==> config.mk <==
export PLATFORM = sky130hd
export DESIGN_NAME = feeder_duty_cycle_controller
export DESIGN_NICKNAME = d
export VERILOG_FILES = /design/src/design/fdc_pkg.sv /design/src/design/feeder_duty_cycle_controller.sv /design/src/design/fdc_cfg.sv /design/src/design/fdc_core.sv
export SDC_FILE = /design/constraint.sdc
export NUM_CORES = 1
export LEC_CHECK = 0
export BUFFER_PORTS_ARGS = -buffer_cell sky130_fd_sc_hd__buf_2
export CAP_MARGIN = 10
export CORE_UTILIZATION = 55
export CTS_BUF_LIST = sky130_fd_sc_hd__clkbuf_8
export DETAILED_ROUTE_END_ITERATION = 12
export PLACE_DENSITY = 0.76
export SYNTH_ARGS = -nofsm -noshare
export SYNTH_HDL_FRONTEND = slang
export SYNTH_SLANG_ARGS = --single-unit
==> constraint.sdc <==
create_clock -name clk -period 10.6 [get_ports clk]
set_input_delay 2.12 -clock clk [delete_from_list [all_inputs] [get_ports clk]]
set_output_delay 2.12 -clock clk [all_outputs]
set_load 0.005 [all_outputs]
==> src/design/fdc_pkg.sv <==
`timescale 1ns / 1ps
// Shared types and constants for the feeder duty-cycle controller.
// No dependencies; every other file imports this package.
package fdc_pkg;

  // Event codes carried on the input channel.
  typedef enum logic [2:0] {
    OP_TICK   = 3'd0,
    OP_START  = 3'd1,
    OP_MANUAL = 3'd2,
    OP_ATTEN  = 3'd3,
    OP_EMERG  = 3'd4,
    OP_TRAY   = 3'd5
  } fdc_op_t;

  // Configuration register indexes.
  typedef enum logic [1:0] {
    CFG_AUTO_MODE = 2'd0,
    CFG_ON_SEC    = 2'd1,
    CFG_FIRST_SEC = 2'd2,
    CFG_OFF_SEC   = 2'd3
  } fdc_cfg_idx_t;

  localparam int SEC_W   = 16;
  localparam int CNT_W   = 32;
  // 65535 s expressed in ms still fits in 26 bits.
  localparam int LIMIT_W = 26;

  localparam logic [9:0]         MS_PER_SEC   = 10'd1000;
  localparam logic [LIMIT_W-1:0] MANUAL_ON_MS = LIMIT_W'(120000);

  localparam logic [LIMIT_W-1:0] RST_ON_MS    = LIMIT_W'(5 * 1000);
  localparam logic [LIMIT_W-1:0] RST_FIRST_MS = LIMIT_W'(10 * 1000);
  localparam logic [LIMIT_W-1:0] RST_OFF_MS   = LIMIT_W'(30 * 1000);

  // Configuration as seen by the control logic, period lengths already in ms.
  typedef struct packed {
    logic               auto_mode;
    logic [LIMIT_W-1:0] on_ms;
    logic [LIMIT_W-1:0] first_on_ms;
    logic [LIMIT_W-1:0] off_ms;
  } fdc_cfg_t;

  // Controller state presented to the output channel.
  typedef struct packed {
    logic             feeder_on;
    logic [CNT_W-1:0] start_count;
    logic [CNT_W-1:0] on_time_ms;
    logic             attenuated;
    logic             emergency_hold;
    logic             tray_opened;
  } fdc_status_t;

endpackage

==> src/design/feeder_duty_cycle_controller.sv <==
`timescale 1ns / 1ps
// Feeder duty-cycle controller, top level: input register, control update, result register.
// An item is captured in the input register; its single-pass state update is registered.
// Throughput: one item per cycle while out_tready is high; a held result stalls the input.
// Reset (rst_n low, synchronous) clears the state and restores the default configuration.
// Depends on fdc_pkg, fdc_cfg and fdc_core.
module feeder_duty_cycle_controller import fdc_pkg::*; (
  input  logic             clk,
  input  logic             rst_n,
  // Input: tuser[2:0] opcode; tdata[0] level, tdata[7:1] zero.
  input  logic             in_tvalid,
  output logic             in_tready,
  input  logic [7:0]       in_tdata,
  input  logic [2:0]       in_tuser,
  // Result: tdata[0] feeder_active, [32:1] start_total, [64:33] on_time_total_ms,
  // [65] blocked, [71:66] zero.
  output logic             out_tvalid,
  input  logic             out_tready,
  output logic [71:0]      out_tdata,
  input  logic             cfg_valid,
  output logic             cfg_ready,
  input  logic [1:0]       cfg_index,
  input  logic [SEC_W-1:0] cfg_data
);

  fdc_cfg_t    cfg;
  fdc_status_t status;

  logic       s1_valid_r;
  logic [2:0] s1_op_r;
  logic       s1_level_r;
  logic       out_valid_r;
  logic       step;

  // An item is processed once the result register is free or being emptied.
  assign step      = s1_valid_r && (!out_valid_r || out_tready);
  assign in_tready = !s1_valid_r || step;

  // Input register.
  always_ff @(posedge clk) begin
    if (!rst_n) begin
      s1_valid_r <= 1'b0;
    end else if (in_tready) begin
      s1_valid_r <= in_tvalid;
    end
  end

  always_ff @(posedge clk) begin
    if (in_tready && in_tvalid) begin
      s1_op_r    <= in_tuser;
      s1_level_r <= in_tdata[0];
    end
  end

  // Result valid; the payload is the state registers, which only move on a step.
  always_ff @(posedge clk) begin
    if (!rst_n) begin
      out_valid_r <= 1'b0;
    end else if (step) begin
      out_valid_r <= 1'b1;
    end else if (out_tready) begin
      out_valid_r <= 1'b0;
    end
  end

  fdc_cfg u_cfg (
    .clk       (clk),
    .rst_n     (rst_n),
    .cfg_valid (cfg_valid),
    .cfg_ready (cfg_ready),
    .cfg_index (cfg_index),
    .cfg_data  (cfg_data),
    .cfg       (cfg)
  );

  fdc_core u_core (
    .clk    (clk),
    .rst_n  (rst_n),
    .step   (step),
    .op     (s1_op_r),
    .level  (s1_level_r),
    .cfg    (cfg),
    .status (status)
  );

  assign out_tvalid = out_valid_r;
  assign out_tdata  = {6'b0,
                       status.emergency_hold | status.tray_opened | status.attenuated,
                       status.on_time_ms,
                       status.start_count,
                       status.feeder_on};

  // The feeder is never on while the tray is open.
  a_tray_off: assert property (@(posedge clk) disable iff (!rst_n)
    status.tray_opened |-> !status.feeder_on)
    else $error("feeder on with tray open");

  // The start counter never goes backwards.
  a_starts_mono: assert property (@(posedge clk) disable iff (!rst_n)
    $past(rst_n) |-> status.start_count >= $past(status.start_count))
    else $error("start count decreased");

  // The state holds whenever no item is processed.
  a_state_hold: assert property (@(posedge clk) disable iff (!rst_n)
    !step |=> $stable(status))
    else $error("state changed without an item");

endmodule

==> src/design/fdc_cfg.sv <==
`timescale 1ns / 1ps
// Configuration registers; period lengths are converted to milliseconds on write.
// Depends on fdc_pkg.
module fdc_cfg import fdc_pkg::*; (
  input  logic             clk,
  input  logic             rst_n,
  input  logic             cfg_valid,
  output logic             cfg_ready,
  input  logic [1:0]       cfg_index,
  input  logic [SEC_W-1:0] cfg_data,
  output fdc_cfg_t         cfg
);

  logic               auto_mode_r;
  logic [LIMIT_W-1:0] on_ms_r;
  logic [LIMIT_W-1:0] first_ms_r;
  logic [LIMIT_W-1:0] off_ms_r;
  logic [LIMIT_W-1:0] data_ms;
  logic               wr_en;

  // Writes are always taken.
  assign cfg_ready = 1'b1;
  assign wr_en     = cfg_valid;

  // Seconds to milliseconds: one 16 x 10 bit product, registered straight away.
  assign data_ms = LIMIT_W'(LIMIT_W'(cfg_data) * LIMIT_W'(MS_PER_SEC));

  always_ff @(posedge clk) begin
    if (!rst_n) begin
      auto_mode_r <= 1'b0;
      on_ms_r     <= RST_ON_MS;
      first_ms_r  <= RST_FIRST_MS;
      off_ms_r    <= RST_OFF_MS;
    end else if (wr_en) begin
      unique case (fdc_cfg_idx_t'(cfg_index))
        CFG_AUTO_MODE: auto_mode_r <= cfg_data[0];
        CFG_ON_SEC:    on_ms_r     <= data_ms;
        CFG_FIRST_SEC: first_ms_r  <= data_ms;
        CFG_OFF_SEC:   off_ms_r    <= data_ms;
        default: ;
      endcase
    end
  end

  assign cfg.auto_mode   = auto_mode_r;
  assign cfg.on_ms       = on_ms_r;
  assign cfg.first_on_ms = first_ms_r;
  assign cfg.off_ms      = off_ms_r;

endmodule

==> src/design/fdc_core.sv <==
`timescale 1ns / 1ps
// Feeder control state and its single-pass update for one event.
// Depends on fdc_pkg.
module fdc_core import fdc_pkg::*; (
  input  logic        clk,
  input  logic        rst_n,
  input  logic        step,
  input  logic [2:0]  op,
  input  logic        level,
  input  fdc_cfg_t    cfg,
  output fdc_status_t status
);

  logic             feeder_on_r, feeder_on_nxt;
  logic             atten_r, atten_nxt;
  logic             after_att_r, after_att_nxt;
  logic             emerg_r, emerg_nxt;
  logic             tray_r, tray_nxt;
  logic [CNT_W-1:0] elapsed_r, elapsed_nxt;
  logic [CNT_W-1:0] on_time_r, on_time_nxt;
  logic [CNT_W-1:0] starts_r, starts_nxt;

  logic               [CNT_W-1:0] elapsed_inc;
  logic               [CNT_W-1:0] elapsed_base;
  logic               [CNT_W:0]   on_time_sum;
  logic               [CNT_W-1:0] starts_inc;
  logic               [LIMIT_W-1:0] limit;
  logic               has_limit;
  logic               expired;
  logic               req;
  logic               want;
  logic               want_eff;
  logic               do_switch;

  // Saturating increments and the on-time accumulation.
  assign elapsed_inc = (&elapsed_r) ? elapsed_r : elapsed_r + CNT_W'(1);
  assign starts_inc  = (&starts_r) ? starts_r : starts_r + CNT_W'(1);
  assign elapsed_base = (fdc_op_t'(op) == OP_TICK) ? elapsed_inc : elapsed_r;
  assign on_time_sum  = {1'b0, on_time_r} + {1'b0, elapsed_base};

  // Length of the running period and whether the tick ends it.
  always_comb begin
    has_limit = 1'b0;
    limit     = MANUAL_ON_MS;
    if (!emerg_r && !tray_r) begin
      if (cfg.auto_mode) begin
        has_limit = !atten_r;
        if (feeder_on_r) begin
          limit = after_att_r ? cfg.first_on_ms : cfg.on_ms;
        end else begin
          limit = cfg.off_ms;
        end
      end else begin
        has_limit = feeder_on_r;
      end
    end
  end

  assign expired = has_limit && !atten_r && (elapsed_inc >= CNT_W'(limit));

  // Event decode: switch request plus the flag updates of each event.
  always_comb begin
    req       = 1'b0;
    want      = 1'b0;
    atten_nxt = atten_r;
    emerg_nxt = emerg_r;
    tray_nxt  = tray_r;
    case (op)
      OP_TICK: begin
        req  = expired;
        want = !feeder_on_r;
      end
      OP_START: begin
        req  = 1'b1;
        want = 1'b1;
      end
      OP_MANUAL: begin
        req  = !cfg.auto_mode;
        want = level;
      end
      OP_ATTEN: begin
        if (cfg.auto_mode) begin
          req       = 1'b1;
          want      = !level;
          atten_nxt = level;
        end
      end
      OP_EMERG: begin
        req       = level;
        emerg_nxt = level;
      end
      OP_TRAY: begin
        req      = level;
        tray_nxt = level;
      end
      default: ;
    endcase
  end

  // An open tray turns any request to switch on into one to switch off.
  assign want_eff  = want && !tray_nxt;
  assign do_switch = req && (want_eff != feeder_on_r);

  always_comb begin
    feeder_on_nxt = feeder_on_r;
    after_att_nxt = after_att_r;
    elapsed_nxt   = elapsed_base;
    on_time_nxt   = on_time_r;
    starts_nxt    = starts_r;
    if (do_switch) begin
      feeder_on_nxt = want_eff;
      elapsed_nxt   = '0;
      if (feeder_on_r) begin
        on_time_nxt   = on_time_sum[CNT_W] ? {CNT_W{1'b1}} : on_time_sum[CNT_W-1:0];
        after_att_nxt = 1'b0;
      end else begin
        starts_nxt = starts_inc;
      end
    end
    // Attenuation switching on marks the next on period as the first one.
    if (fdc_op_t'(op) == OP_ATTEN && cfg.auto_mode && level) begin
      after_att_nxt = 1'b1;
    end
  end

  always_ff @(posedge clk) begin
    if (!rst_n) begin
      feeder_on_r <= 1'b0;
      atten_r     <= 1'b0;
      after_att_r <= 1'b0;
      emerg_r     <= 1'b0;
      tray_r      <= 1'b0;
      elapsed_r   <= '0;
      on_time_r   <= '0;
      starts_r    <= '0;
    end else if (step) begin
      feeder_on_r <= feeder_on_nxt;
      atten_r     <= atten_nxt;
      after_att_r <= after_att_nxt;
      emerg_r     <= emerg_nxt;
      tray_r      <= tray_nxt;
      elapsed_r   <= elapsed_nxt;
      on_time_r   <= on_time_nxt;
      starts_r    <= starts_nxt;
    end
  end

  assign status.feeder_on      = feeder_on_r;
  assign status.start_count    = starts_r;
  assign status.on_time_ms     = on_time_r;
  assign status.attenuated     = atten_r;
  assign status.emergency_hold = emerg_r;
  assign status.tray_opened    = tray_r;

endmodule
==> results.py <==
metrics = {
    "status": {
        "status": "completed",
    },
    "synth": {
        "synth-seq-cells": 177,
        "yosys-top-cells-area": "dfxtp_1 (26%), ha_1 (10%), fa_1 (8.2%)",
        "synth-edff-count": 4,
        "synth.largest_area_cell": "dfxtp_1",
        "synth.avg_cell_area_um2": 8.266,
        "syn_area_um2": 13440,
        "yosysSeqAreaShare": 0.2666,
        "synth-async-reset-ratio": 0,
        "yosys.area.top_type_share": 0.2577,
        "synth-main-ff-cell": "dfxtp_1",
        "ys_types": 75,
        "synth_warnings": 0,
        "synthCells": 1626,
    },
    "worst_setup_path": {
        "cp_slowest_cell": "fa_1",
        "required_ns": 10.96,
        "startpoint_type": "input pin",
        "worstPathMaxFanout": 8,
        "reg2reg_slack_ns": 4.41,
        "crit_type": "in -> reg",
        "worst_path_most_repeated_cell": "fa_1",
        "max_stage_delay_ns": 0.57,
        "cp-end-kind": "flop",
        "r2r-end": "u_core.on_time_r[14]",
        "cp_data_arrival_time_ns": 6.91,
        "crit_buf_inv": 3,
        "rr_worst_depth": 18,
        "crit_family": "adder cells",
        "crit_chain": "buf_2 > fa_1 > inv_1 > fa_1 > fa_1 > inv_1 > fa_1 > ha_1 > a211oi_1 > o21bai_1 > o221a_2 > o31ai_1 > a211oi_1 > nor3b_1 > nor3_1 > nor3_1 > o21ai_0",
        "rr_startpoint": "u_core.elapsed_r[0]",
    },
    "power": {
        "switching_power_w": 0.0008169,
        "p_per_area_nw_per_um2": 147.1,
        "peakVddDrop_mv": 0.1282,
        "power_leakage_nw": 5.859,
        "p_clk_frac": 0.234,
        "p_comb_frac": 0.416,
        "switching_share": 0.3881,
        "power_frac_seq": 0.350,
        "power.internal_w": 0.001288,
    },
    "placement": {
        "gp_congestion": 0.8989,
        "io_buffers": 94,
        "dp_hpwl_mm": 23.17,
        "place_ws_ns": 3.569,
    },
    "clock_tree": {
        "cts.sinks": 177,
        "clock_latency_ns": 0.49,
        "cts_tree": "built",
        "htreeDepth": 4,
        "cts_root_buf": "clkbuf_8",
        "cts_buffers": 17,
        "postCtsSetupBuffers": 0,
        "cts_resized": 0,
        "clk_pin_slew_worst_paths_ns": 0.09,
        "ctsHoldBuffers": 0,
        "clock_path_buffers": 2,
    },
    "global_routing": {
        "grt_overflow": 0,
        "antenna_found_initial": 0,
        "grt_pass1_vias": 10850,
        "grt_usage": 0.2606,
        "met2_usage": 0.4451,
        "grtUsageMet1": 0.3362,
        "met3_usage": 0.04246,
        "grt_max_degree": 99,
        "grt-busiest-layer": "met2",
        "grt_pass1_wl_mm": 52.52,
    },
    "job": {
        "drv_cap": 0,
    },
    "routing": {
        "num_vias": 11810,
        "drt_iter0_drc": 988,
        "ant_nets": 0,
        "remaining_drc_errors": 0,
        "drt_wl_total_mm": 32.01,
        "dr.pass1.iters": 7,
        "vias_per_cell": 5.975,
        "wl_per_cell_um": 16.19,
    },
    "sta": {
        "max-slew-margin-rel": 0.2458,
        "worstMarginPinSlew_ns": 1.127,
        "hold_viol_final": 0,
        "finalCriticalPeriod_ns": 6.549,
        "slew_violations": 0,
        "setup_ws_ns": 4.051,
        "hold-worst-slack_ns": 0.4585,
        "post-route-period-util": 0.6179,
        "finalSetupViolCount": 0,
        "fin_tns_setup_ns": 0,
        "rsz0062_at_grt": "no",
        "clock_skew_ns": 0.01696,
        "max_clock_freq_mhz": 152.7,
    },
    "floorplanning": {
        "coreArea_um2": 23750,
        "start_util": 0.5658,
        "io_pins": 109,
        "rows": 56,
        "die_area_um2": 25070,
        "dieHeight_um": 158.3,
        "fp.dieW_um": 158.3,
    },
    "cells_and_area": {
        "antenna_cells": 0,
        "seqCellArea_um2": 3583,
        "finalNetCount": 1844,
        "fill_cells": 2142,
        "drive_gt1_frac": 0.09530,
        "area_delta_synth_final_pct": 6.489,
        "multi_input_area_um2": 9185,
    },
    "min_path": {
        "min_to": "u_cfg.first_ms_r[5]",
        "hold_class": "reg -> reg",
        "hp-start": "u_cfg.first_ms_r[5]",
        "worstHoldPathCells": 2,
    },
}
==> routing by layer <==
| metal | part of all wire | wire length [um] |
|---|---|---|
| met3 | 0.042 | 1348 |
| met1 | 0.45 | 14460 |
| met4 | 0.019 | 609 |
| met5 | 0 | 0 |
| met2 | 0.49 | 15590 |
==> how the worst max path moves through the flow <==
stage,start,endpoint,slack [ns],cells after the start
3_5_place_dp,cfg_data[0],u_cfg.off_ms_r[24],3.57,17
5_1_grt,cfg_data[0],u_cfg.on_ms_r[24],3.69,17
2_1_floorplan,cfg_data[0],u_cfg.first_ms_r[24],4.26,16
4_1_cts,cfg_data[0],u_cfg.off_ms_r[24],4.07,17
3_3_place_gp,cfg_data[0],u_cfg.on_ms_r[24],3.62,17
6_report,cfg_data[0],u_cfg.off_ms_r[24],4.05,17
==> synthesized netlist by cell type, types with 29 or more instances <==
library cell,number
mux2i_1,36
clkbuf_1,69
o211ai_1,31
nand3_1,78
fa_1,55
xor2_1,41
inv_1,46
nand4_1,29
ha_1,110
a22oi_1,30
nor2_1,107
a21oi_1,133
dfxtp_1,173
nand2_1,230
o21ai_0,37
xnor2_1,57
==> logic make-up after synthesis <==
| group | after synthesis | share of synthesized area |
|---|---|---|
| simple gates | 600 | 0.2156 |
| compound gates | 390 | 0.1904 |
| flops | 177 | 0.2666 |
| fa+ha+maj | 165 | 0.1843 |
| buf+inv | 158 | 0.05185 |
| xor+xnor | 98 | 0.06386 |
| mux | 36 | 0.02681 |
| other cells | 2 | 0.0005588 |
==> stage by stage <==
stage / utilization / instance area [um^2] / std cells / total power (W)
after floorplan: - / 13460 / 1631 / 0.001429
after global placement: 0.5854 / 13900 / 1945 / 0.001597
after detailed placement: 0.5854 / 13900 / 1945 / 0.001619
after CTS: 0.6026 / 14310 / 1977 / 0.002107
after global routing: 0.6026 / 14310 / 1977 / 0.002271
final: 0.6026 / 14310 / 1977 / 0.002105
==> cells in the final DEF, fill, tap and decap left out, types with 47 or more instances in the layout <==
| cell type | count |
|---|---|
| nand3_1 | 78 |
| nor2_1 | 107 |
| inv_1 | 47 |
| nand2_1 | 230 |
| buf_2 | 94 |
| ha_1 | 110 |
| dfxtp_1 | 173 |
| a21oi_1 | 133 |
| xnor2_1 | 57 |
| fa_1 | 55 |
==> power groups by stage <==
stage                     combinational [W]  sequential [W]  clock (W)
after floorplan                    0.000684        0.000745          0
after CTS                          0.000872        0.000736   0.000499
after global routing                0.00100        0.000742   0.000527
after detailed placement           0.000867        0.000752          0
final                              0.000876        0.000736   0.000492
after global placement             0.000848        0.000750          0
==> worst register-to-register path, cell delays in order (launching register included) <==
cell      delay [ns]
dfxtp_1         0.49
ha_1            0.29
nand3_1         0.22
nor4_1          0.54
nand4b_1        0.35
nand2_1         0.25
xnor2_1         0.12
ha_1            0.23
fa_1            0.43
a211oi_1        0.28
o21ai_0         0.19
a41o_1          0.31
a311oi_1        0.43
a21oi_1         0.19
a221oi_1        0.68
nor2_1          0.16
nor4_2          0.37
buf_4           0.38
a22oi_1         0.15
==> flip-flops by register name (all words and copies together), names as in the netlist, 3 cells and up <==
| name | flops |
|---|---|
| u_core.elapsed_r | 32 |
| u_core.on_time_r | 32 |
| u_core.starts_r | 32 |
| u_cfg.first_ms_r | 23 |
| u_cfg.off_ms_r | 23 |
| u_cfg.on_ms_r | 23 |
| s1_op_r | 3 |
==> cell type report <==
class	instances	area share
multi-input combinational	1296	0.6418
sequential	177	0.2504
timing repair buffer	106	0.03916
tap	319	0.02789
clock buffer	20	0.01923
inverter	47	0.01233
clock inverter	12	0.009267
Note: power is estimated with default switching activity, not from simulation.
